[src/sv/dexp_pkg.sv]
// shared types, widths, microcode program and codes for the smoothing forecaster
// no dependencies; imported by dexp_seq, dexp_dp and the top level
package dexp_pkg;

    // field and datapath widths
    localparam int SAMPLE_W = 16;
    localparam int FRAC_W   = 16;
    localparam int LEVEL_W  = 32;
    localparam int ALPHA_W  = 16;
    localparam int GAIN_W   = 32;
    localparam int CNT_W    = 16;
    localparam int FC_W     = 40;
    localparam int SSUM_W   = 40;
    localparam int LSUM_W   = 48;
    localparam int MUL_W    = 32;
    localparam int PROD_W   = 2 * MUL_W;
    localparam int ACC_W    = 56;
    localparam int DATA_W   = CNT_W + 2 * LEVEL_W + FC_W + SSUM_W + 3 * LSUM_W;
    localparam int PC_W     = 5;

    // register reset values
    localparam logic [ALPHA_W-1:0] ALPHA_RESET = 16'd19661;
    localparam logic [GAIN_W-1:0]  GAIN_RESET  = 32'd28087;

    // configuration register indexes
    localparam logic [0:0] CFG_ALPHA = 1'b0;
    localparam logic [0:0] CFG_GAIN  = 1'b1;

    // datapath operations, one per control word
    typedef enum logic [4:0] {
        OP_NOP,
        OP_WAIT,
        OP_EMIT,
        OP_DIFF1,
        OP_UPD1,
        OP_DIFF2,
        OP_UPD2,
        OP_TREND,
        OP_SLOPE,
        OP_FC_TREND,
        OP_MISS,
        OP_EXT_HI,
        OP_EXT_LO,
        OP_ACC_HI,
        OP_ACC_LO,
        OP_FC_EXT,
        OP_SUMS,
        OP_SEED
    } t_op;

    // jump conditions; a true condition loads the target, else the step advances
    typedef enum logic [2:0] {
        C_NEXT,
        C_ALWAYS,
        C_NO_INPUT,
        C_NOT_STARTED,
        C_ZERO,
        C_OUT_BUSY
    } t_cond;

    typedef logic [PC_W-1:0] t_pc;

    // program step addresses
    localparam t_pc A_EMIT    = 5'd0;
    localparam t_pc A_WAIT    = 5'd1;
    localparam t_pc A_CHK     = 5'd2;
    localparam t_pc A_MUL1    = 5'd3;
    localparam t_pc A_UPD1    = 5'd4;
    localparam t_pc A_DIFF2   = 5'd5;
    localparam t_pc A_MUL2    = 5'd6;
    localparam t_pc A_UPD2    = 5'd7;
    localparam t_pc A_TREND   = 5'd8;
    localparam t_pc A_MUL3    = 5'd9;
    localparam t_pc A_SLOPE   = 5'd10;
    localparam t_pc A_FCT     = 5'd11;
    localparam t_pc A_MISS    = 5'd12;
    localparam t_pc A_EXT_HI  = 5'd13;
    localparam t_pc A_EXT_LO  = 5'd14;
    localparam t_pc A_ACC_HI  = 5'd15;
    localparam t_pc A_ACC_LO  = 5'd16;
    localparam t_pc A_FCX     = 5'd17;
    localparam t_pc A_SUMS    = 5'd18;
    localparam t_pc A_SEED    = 5'd19;
    localparam t_pc A_LAST    = A_SEED;

    typedef struct packed {
        t_op   op;
        t_cond cond;
        t_pc   target;
    } t_uword;

    // control from sequencer to datapath and handshake logic
    typedef struct packed {
        t_pc pc;
        t_op op;
    } t_ctrl;

    // datapath status seen by the sequencer
    typedef struct packed {
        logic started;
        logic sample_zero;
    } t_dp_stat;

    typedef struct packed {
        t_dp_stat dp;
        logic     in_valid;
        logic     out_busy;
    } t_seq_stat;

    // one result word
    typedef struct packed {
        logic        [LSUM_W-1:0]  sum_forecast;
        logic        [LSUM_W-1:0]  sum_level_second;
        logic        [LSUM_W-1:0]  sum_level_first;
        logic        [SSUM_W-1:0]  sum_samples;
        logic        [FC_W-1:0]    forecast_value;
        logic        [LEVEL_W-1:0] level_second;
        logic        [LEVEL_W-1:0] level_first;
        logic        [CNT_W-1:0]   sample_index;
        logic                      extrapolating;
    } t_result;

    // microcode rom: every multiply takes an operand step, a product step and a use step
    function automatic t_uword ucode(input t_pc pc);
        t_uword w;
        case (pc)
            A_EMIT:   w = '{OP_EMIT,     C_OUT_BUSY,    A_EMIT};
            A_WAIT:   w = '{OP_WAIT,     C_NO_INPUT,    A_WAIT};
            A_CHK:    w = '{OP_DIFF1,    C_NOT_STARTED, A_SEED};
            A_MUL1:   w = '{OP_NOP,      C_NEXT,        A_WAIT};
            A_UPD1:   w = '{OP_UPD1,     C_NEXT,        A_WAIT};
            A_DIFF2:  w = '{OP_DIFF2,    C_NEXT,        A_WAIT};
            A_MUL2:   w = '{OP_NOP,      C_NEXT,        A_WAIT};
            A_UPD2:   w = '{OP_UPD2,     C_ZERO,        A_MISS};
            A_TREND:  w = '{OP_TREND,    C_NEXT,        A_WAIT};
            A_MUL3:   w = '{OP_NOP,      C_NEXT,        A_WAIT};
            A_SLOPE:  w = '{OP_SLOPE,    C_NEXT,        A_WAIT};
            A_FCT:    w = '{OP_FC_TREND, C_ALWAYS,      A_SUMS};
            A_MISS:   w = '{OP_MISS,     C_NEXT,        A_WAIT};
            A_EXT_HI: w = '{OP_EXT_HI,   C_NEXT,        A_WAIT};
            A_EXT_LO: w = '{OP_EXT_LO,   C_NEXT,        A_WAIT};
            A_ACC_HI: w = '{OP_ACC_HI,   C_NEXT,        A_WAIT};
            A_ACC_LO: w = '{OP_ACC_LO,   C_NEXT,        A_WAIT};
            A_FCX:    w = '{OP_FC_EXT,   C_NEXT,        A_WAIT};
            A_SUMS:   w = '{OP_SUMS,     C_ALWAYS,      A_EMIT};
            A_SEED:   w = '{OP_SEED,     C_ALWAYS,      A_EMIT};
            default:  w = '{OP_NOP,      C_ALWAYS,      A_WAIT};
        endcase
        return w;
    endfunction

endpackage

[src/sv/dexp_seq.sv]
// microcode sequencer: step counter, program rom lookup and conditional jumps
// depends on dexp_pkg
module dexp_seq (
    input  logic                 i_clk,
    input  logic                 i_rst_n,
    input  dexp_pkg::t_seq_stat  i_stat,
    output dexp_pkg::t_ctrl      o_ctrl
);
    import dexp_pkg::*;

    t_pc    r_pc;
    t_pc    n_pc;
    t_uword w_word;
    logic   w_take;

    // fetch current control word
    assign w_word = ucode(r_pc);

    // jump condition
    always_comb begin
        case (w_word.cond)
            C_NEXT:        w_take = 1'b0;
            C_ALWAYS:      w_take = 1'b1;
            C_NO_INPUT:    w_take = !i_stat.in_valid;
            C_NOT_STARTED: w_take = !i_stat.dp.started;
            C_ZERO:        w_take = i_stat.dp.sample_zero;
            C_OUT_BUSY:    w_take = i_stat.out_busy;
            default:       w_take = 1'b0;
        endcase
        n_pc = w_take ? w_word.target : t_pc'(r_pc + 1'b1);
    end

    // step counter
    always_ff @(posedge i_clk) begin
        if (!i_rst_n) begin
            r_pc <= A_WAIT;
        end else begin
            r_pc <= n_pc;
        end
    end

    assign o_ctrl.pc = r_pc;
    assign o_ctrl.op = w_word.op;

endmodule

[config.mk]
export PLATFORM = sky130hd
export DESIGN_NAME = dexp_seq
export DESIGN_NICKNAME = d
export VERILOG_FILES = /design/src/sv/dexp_pkg.sv /design/src/sv/dexp_seq.sv
export SDC_FILE = /design/constraint.sdc
export NUM_CORES = 1
export LEC_CHECK = 0
export ABC_AREA = 1
export BUFFER_PORTS_ARGS = -buffer_cell sky130_fd_sc_hd__buf_4
export CELL_PAD_IN_SITES_DETAIL_PLACEMENT = 1
export CELL_PAD_IN_SITES_GLOBAL_PLACEMENT = 1
export CORE_MARGIN = 4
export CORE_UTILIZATION = 40
export CTS_CLUSTER_DIAMETER = 60
export CTS_CLUSTER_SIZE = 14
export DETAILED_ROUTE_END_ITERATION = 16
export PLACE_DENSITY_LB_ADDON = 0.05
export SYNTH_ARGS = -nofsm -noshare
export SYNTH_HDL_FRONTEND = slang
export SYNTH_SLANG_ARGS = --single-unit
export TNS_END_PERCENT = 10
[constraint.sdc]
create_clock -name i_clk -period 1.95 [get_ports i_clk]
set_input_delay 0.195 -clock i_clk [delete_from_list [all_inputs] [get_ports i_clk]]
set_output_delay 0.195 -clock i_clk [all_outputs]
set_load 0.005 [all_outputs]
# Word-level counts from Yosys, hierarchy flattened
# Memories as Yosys holds them, arrays and structs flattened. A register that Yosys moved wholly into a read port is not among the register bits.
# Index checks and enable logic that the tools add are counted.
[totals]
regBits = 5
latch_bits = 0
ramBits = 0
mem_bits_ro = 416
out_inout_bits = 10
memories = 1
[mem_list]
columns = ["name", "depth", "word_bits", "read_ports", "rd_ports_with_merged_regs", "write_ports", "line_no", "text"]
rows = [
  ["(no name shown)", 32, 13, 1, 1, 0, "dexp_pkg.sv:126", "case (pc)"],
]
[op_classes]
addsub = 1
mul = 0
div = 0
magnitude_cmp = 0
eq_ne = 5
shift = 0
mux = 3
bitwise = 0
reduce_logical = 2
[ops]
columns = ["cell", "n"]
rows = [
  ["5-bit two-way mux", 2],
  ["3-bit by 2-bit equality test with 1-bit output, second input constant", 2],
  ["3-bit equality test, second input constant", 2],
  ["5-bit by 1-bit adder with 5-bit output, second input constant", 1],
  ["1-bit case mux with 5 select lines", 1],
  ["3-bit by 1-bit equality test with 1-bit output, second input constant", 1],
  ["1-bit zero test", 2],
]

# Logic depth before layout (Yosys ltp)
# Gate-level depths: netlist of the first run.
[depth]
depth_word = 4
mapped_depth = 15

# Worst setup path after synthesis of the first run
# OpenSTA, ideal clock, no wires.
[synth_path]
path_kind = "reg-to-reg"
from = "register w_word[7] (netlist name)"
to = "register w_word[8] (netlist name)"
setup_ns = 0.114
arrival_time_ns = 1.642
required_time_ns = 1.836
slack_ns = 0.195
path_stages_with_launch = 14
cell_sequence = "dfxtp_1 > o21ai_1 > nand3_2 > nand3_1 > nand2_1 > nor2_2 > inv_1 > ha_1 > nand2_1 > nand2_1 > nand2_1 > nand2_1 > nand2_1 > nand2_1"
[synth_between]
elab_chain_len = 4
word_cells_on_any_way = 8
cone_classes = "eq/ne: 5; mux: 3"
[synth_lines]
columns = ["element", "line_no", "text"]
rows = [
  ["3-bit equality test (tied with other cells)", "dexp_seq.sv:21", "case (w_word.cond)"],
  ["1-bit case mux with 5 select lines (*)", "dexp_seq.sv:21", ""],
  ["5-bit two-way mux (*)", "dexp_seq.sv:30", "n_pc = w_take ? w_word.target : t_pc'(r_pc + 1'b1);"],
  ["5-bit two-way mux (no source line) (*)", "--", ""],
]
# Every way passes the cells marked *; elsewhere a longest branch is shown, timed or not.
# A chain may end at the register's enable or synchronous reset.

# Final worst setup path of the first run
[layout_path]
from = "register w_word[5] (netlist name)"
to = "register w_word[9] (netlist name)"
[layout_between]
elab_chain_len = 4
word_cells_on_any_way = 8
cone_classes = "eq/ne: 5; mux: 3"
[layout_lines]
columns = ["element", "line_no"]
rows = [
  ["3-bit equality test (tied with other cells)", "dexp_seq.sv:21"],
  ["1-bit case mux with 5 select lines (*)", "dexp_seq.sv:21"],
  ["5-bit two-way mux (*)", "dexp_seq.sv:30"],
  ["5-bit two-way mux (no source line) (*)", "--"],
]
# Marks and branches as above.

==> flow_summary.ini, run 1 <==
[outcome]
status = complete, no violations

[cts]
clk_latency_ns = 0.30
htree_levels = 1
cts_buffers = 3
cts_hold_buf = 0
clkTransAtPathRegs_ns = 0.09
cts_tree = yes
cts_num_sinks = 16
clockBufferDepth = 2
root_buffer = clkbuf_4

[logic_synthesis]
yosys_warnings = 0
yosys.area_share.adder = 0.0922
synthXorXnorAreaFrac = 0.0242
syn_nets = 157
ys_ff_latch = 16
synth_cell_types = 25
synth-simple-area-share = 0.449
synth_cells = 143
synthesis.area_um2 = 1090
synth_compound_area_frac = 0.0357
synth_top_family_by_area = simple AND/OR/NAND/NOR gates
syn_avg_cell_area_um2 = 7.59
yosysSeqAreaShare = 0.295
synth.area.mux_share = 0

[drt]
routed_wl_um = 2720
drtIter0Drc = 35
remaining_drc_errors = 0
postRouteAntennaNets = 0
vias = 948
vias_per_cell = 5.02
dr.pass1.iters = 4
wl_per_cell_um = 14.4

[floorplan]
die_h_um = 60.1
io_pins = 16
coreArea_um2 = 2520
fp.dieW_um = 60.1
start_util = 0.431
rows = 18
die_area_um2 = 3610

[timing]
finalCritPeriodShare = 0.921
relSlewSlack = 0.814
slew_viol_final = 0
postLayoutSetupSlackWorst_ns = 0.154
hold_violations = 0
setup_viol = 0
finClkSkew_ns = 0.00271
min_period_ns = 1.80
tns_ns = 0
clock.fmax_ghz = 0.557
tightest_slew_ns = 0.276

[final_layout]
seq_area_um2 = 324
fillers = 324
areaGrowthSynthToFinish_pct = 16.0
fin_util = 0.500
multi_input_comb_area_um2 = 663
insertedDiodeCount = 0
layout-drive-gt1-share = 0.346
mostFrequentLayoutCells = nand2_1 (42), buf_4 (18), nand3_1 (13), dfxtp_1 (13), inv_1 (10)
final_area_um2 = 1260
nets = 174
layout_commonest_cell = nand2_1

[critical_path]
path_cells = inv_2 > nand2_1 > nand2_1 > nand2_1 > nand3_2 > nand2_2 > nand2_2 > nor2_4 > ha_1 > nand4_1 > nand2_1 > nand2_1 > nand2_1 > nand2_1 > nand2_1
required_ns = 2.20
cp_max_fo = 3
worstSetupEndpointType = register
cp-start-kind = register
cp_common_cell = nand2_1
arrival_ns = 2.04
slowest_stage = dfxtp_2
cp_top_family = simple AND/OR/NAND/NOR gates
max_stage_delay_ns = 0.38
reg2reg_setup_slack_ns = 0.15
critPathBufInv = 1
critPathKind = reg2reg

[global_route]
grt_max_degree = 10
grt_first_pass_wirelength_um = 4510
grt_usage = 0.171
antenna_found_initial = 0
overflow = 0
first_global_vias = 975

[place]
place.gp.congestion = 0.875
dp_slack_ns = 0.0324
dpl_cell_area_um2 = 1200
hpwlAfterDp_um = 2120
io_buffers = 15

[power]
ir_drop_mv = 0.952
p_leak_nw = 0.645
powerDensity_nw_per_um2 = 2020

[hold_path]
hold_path_class = in2reg

[flow_run]
drv_cap = 0
## cells by family (layout without fill, tap and decap cells)
kind of cell | Yosys count | after routing
and+or+nand+nor | 87 | 87
buffers and inverters | 23 | 39
DFF | 16 | 16
adders and majority gates | 8 | 8
AOI/OAI and AO/OA | 6 | 6
xor gates and xnor gates | 3 | 3
## power breakdown
group	internal, W	total (W)	switching (W)
clock network	0.000114	0.000225	0.000111
logic	0.000642	0.00174	0.00110
registers	0.000480	0.000579	0.0000989
total	0.00124	0.00255	0.00131
## worst paths after layout
path,start,end,cells after the start
max reg2reg,w_word[5],w_word[9],15
max,w_word[5],w_word[9],15
min reg2reg,w_word[4],r_pc[1],4
min,i_rst_n,r_pc[2],3
## synthesized netlist by cell type
cell       n  area [µm²]
nand2_1   44         165
nor3_1     1        5.00
ha_1       8         100
buf_6      1        11.3
nand2_2    4        25.0
nand3_4    2        35.0
nor2_4     3        33.8
nand3_2    4        40.0
nor2_8     1        20.0
xnor2_1    2        17.5
a211oi_1   1        7.51
inv_1     11        41.3
o21ai_1    2        10.0
nand3_1   13        65.1
a21oi_2    1        8.76
nand2_4    4        45.0
xor2_1     1        8.76
nor2_1     6        22.5
nor2_2     2        12.5
dfxtp_1   16         320
buf_4      5        37.5
o21ai_0    1        5.00
nand4_1    3        18.8
o21a_1     1        7.51
inv_2      6        22.5
## area by class of cell
type                            count  area share
Sequential cell                    16       0.257
Multi-Input combinational cell    104       0.526
Timing Repair Buffer               18       0.107
Tap cell                           30      0.0298
Clock buffer                        4      0.0288
Inverter                           17      0.0506
## per-stage QoR
stage | power, W | hold slack (ns) | cells
2_1_floorplan | 0.00182 | 0.496 | 143
3_3_place_gp | 0.00222 | 0.576 | 184
3_5_place_dp | 0.00226 | 0.578 | 184
4_1_cts | 0.00252 | 0.279 | 188
5_1_grt | 0.00281 | 0.291 | 189
6_report | 0.00255 | 0.294 | 189
## metal layers
| metal | part of all wire | vias up | GRT usage |
|---|---|---|---|
| met5 | 0 | - | 0 |
| met4 | 0.021 | 0 | 0.0854 |
| met3 | 0.034 | 5 | 0.0259 |
| met2 | 0.49 | 18 | 0.272 |
| met1 | 0.45 | 447 | 0.223 |
| li1 | - | 478 | - |
## what timing repair did
| item | CTS | global route |
|---|---|---|
| pin swaps | 0 | 1 |
| setup buffers | 0 | 1 |
| gates cloned | 0 | 0 |
| gates resized for setup | 1 | 6 |
| setup endpoints to repair | 1 | 3 |
## state kept, by name (all words and copies together), names as in the netlist
name / flops
r_pc: 5
w_word: 11
## worst register-to-register path, cell delays in order, from the launching register on
cell and delay [ns]:
dfxtp_2 0.38, inv_2 0.06, nand2_1 0.06, nand2_1 0.05, nand2_1 0.08, nand3_2 0.11, nand2_2 0.11, nand2_2 0.09
nor2_4 0.12, ha_1 0.19, nand4_1 0.16, nand2_1 0.12, nand2_1 0.05, nand2_1 0.05, nand2_1 0.04, nand2_1 0.06
Note: power is estimated with default switching activity, not from simulation.
==> inputs of run 2 (changes only) <==
--- a/config.mk
+++ b/config.mk
@@ -5,7 +5,7 @@
 export SDC_FILE = /design/constraint.sdc
 export NUM_CORES = 1
 export LEC_CHECK = 0
-export ABC_AREA = 1
+export ABC_AREA = 0
 export BUFFER_PORTS_ARGS = -buffer_cell sky130_fd_sc_hd__buf_4
 export CELL_PAD_IN_SITES_DETAIL_PLACEMENT = 1
 export CELL_PAD_IN_SITES_GLOBAL_PLACEMENT = 1
==> run 2 against run 1 <==
  * The flow now finishes with violations (setup timing)
  * Via count up 6.1%
  * Cell area up 25%
  * Die area up 6.3%
  * Synthesized area up 7.3%
  * Fmax down 17%
  * Clock power up 4%
  * Critical path type unchanged
  * Critical endpoint is now w_word[10]
  * Largest power group unchanged
==> flow_summary.ini, run 2 <==
[critical_path]
r2r-start = w_word[7]
required_ns = 2.18
critPathKind = reg2reg
worstSetupEndpointType = register
cp-start-kind = register
r2r_end = w_word[10]
cp_max_fo = 4
reg2reg_setup_slack_ns = -0.22
reg2reg_depth = 10
arrival_ns = 2.40

[timing]
tightest_slew_ns = 0.469
hold_ws_ns = 0.239
finClkSkew_ns = 0.00321
finalCritPeriodShare = 1.11
postLayoutSetupSlackWorst_ns = -0.215
relSlewSlack = 0.685
hold_violations = 0
slew_viol_final = 0
rsz0062_at_grt = true
clock.fmax_ghz = 0.462
min_period_ns = 2.17
setup_viol = 8

[cts]
cts_num_sinks = 16
clockBufferDepth = 2
root_buffer = clkbuf_4
clk_latency_ns = 0.30
clkTransAtPathRegs_ns = 0.10
htree_levels = 1
cts_buffers = 3
cts_hold_buf = 0
cts_tree = yes

[logic_synthesis]
synthesis.area_um2 = 1160
synth_cells = 120
synth_common_cells = dfxtp_1 (16), nand2_1 (12), ha_1 (8), inv_1 (8), nor2_1 (6)
yosysSeqAreaShare = 0.275
synthArstFlopShare = 0
synth_top_flop_cell = dfxtp_1
synth_top_area_frac = 0.275
synth_cell_types = 47
yosys_warnings = 0
syn_avg_cell_area_um2 = 9.71
synth_most_common_cell = dfxtp_1
ys_ff_latch = 16
synth_edf_count = 0
synth_top_cell_by_area = dfxtp_1
syn_nets = 134
netlist_top_cells_area = dfxtp_1 (27%), ha_1 (8.6%), clkbuf_8 (4.7%)

[global_route]
grt_max_degree = 20
overflow = 0
grt_first_pass_wirelength_um = 5480
antenna_found_initial = 0
grt_usage = 0.201
first_global_vias = 1092

[outcome]
status = finished, violations left
failed_checks = setup timing

[place]
io_buffers = 15
place.gp.congestion = 0.805
dpl_cell_area_um2 = 1480
hpwlAfterDp_um = 2590
post-place-cells = 186

[floorplan]
die_h_um = 62.0
die_area_um2 = 3840
rows = 19
start_util = 0.419
coreArea_um2 = 2780
fp.dieW_um = 62.0
io_pins = 16

[hold_path]
whs_path_depth = 2
hold_path_class = in2reg
holdCritStartpoint = i_rst_n
hold_end = r_pc[0]

[drt]
remaining_drc_errors = 0
routed_wl_um = 3310
drtIter0Drc = 34
vias_per_cell = 5.21
wl_per_cell_um = 17.2
postRouteAntennaNets = 0
vias = 1006
dr.pass1.iters = 4

[final_layout]
areaGrowthSynthToFinish_pct = 35.2
mostFrequentLayoutCells = buf_4 (45), dfxtp_1 (13), nand2_1 (12)
nets = 177
fin_cells = 193
final_area_um2 = 1580
layout-drive-gt1-share = 0.537
insertedDiodeCount = 0
layout_commonest_cell = buf_4
largest_reg_flops = 11

[power]
powerDensity_nw_per_um2 = 1960
p_leak_nw = 0.723
ir_drop_mv = 1.06

[flow_run]
drv_cap = 0
-- run 2: per-stage QoR --
step,TNS (ns),power [W],util,setup slack [ns]
finish,-0.778,0.00308,0.566,-0.215
global route,-1.64,0.00331,0.566,-0.331
CTS,-0.759,0.00304,0.562,-0.209
detailed placement,-0.936,0.00268,0.531,-0.229
global placement,-0.561,0.00263,0.531,-0.153
floorplan,-0.387,0.00190,-,-0.203
-- run 2: how the worst max path moves through the flow --
stage,from,endpoint,depth (start not counted)
finish,w_word[7],w_word[10],10
global route,w_word[6],w_word[10],10
CTS,w_word[7],w_word[10],10
detailed placement,i_stat[1],w_word[10],11
global placement,w_word[7],w_word[10],10
floorplan,w_word[6],w_word[10],10
-- run 2: cells by family after synthesis --
kind of cell             Yosys count  synth area share
AO/OA/AOI/OAI                     30             0.248
multiplexers                       6            0.0666
buffers and inverters             21             0.139
AND/OR/NAND/NOR                   36             0.157
flip-flops                        16             0.275
adder cells (fa/ha/maj)            8            0.0859
XOR/XNOR                           3            0.0290
-- run 2: cell type report --
class / count / area [µm²]
Clock buffer: 4 / 36.3
Fill cell: 332 / 1210
Inverter: 10 / 40.0
Multi-Input combinational cell: 83 / 744
Sequential cell: 16 / 324
Tap cell: 31 / 38.8
Timing Repair Buffer: 49 / 392
-- run 2: report_power, final --
part / leakage, nW / switching (W) / internal (W) / total, W
clock: 0.0210 / 0.000119 / 0.000114 / 0.000233
sequential: 0.133 / 0.0000867 / 0.000455 / 0.000541
combinational: 0.570 / 0.00110 / 0.00120 / 0.00231
-- run 2: timing repair --
item,CTS,global route
endpoints found under the setup margin,9,10
pin swaps,5,1
resized for setup,10,1
buffers inserted,2,1
-- run 2: metal layers --
layer / track usage / part of all wire / up-vias / wire length, µm
met5: 0 / 0 / - / 0
met4: 0.0606 / 0.017 / 0 / 55
met3: 0.0372 / 0.018 / 4 / 58
met2: 0.349 / 0.52 / 9 / 1720
met1: 0.250 / 0.45 / 486 / 1480
li1: - / - / 507 / -
-- run 2: critical path, cell delays in order (launching register included) --
cell	delay, ns
dfxtp_2	0.35
nor2b_4	0.13
o21ai_4	0.16
o21a_4	0.18
mux2i_4	0.24
nand2b_4	0.17
inv_2	0.04
ha_2	0.16
or3_4	0.35
a31o_1	0.19
a22oi_2	0.12
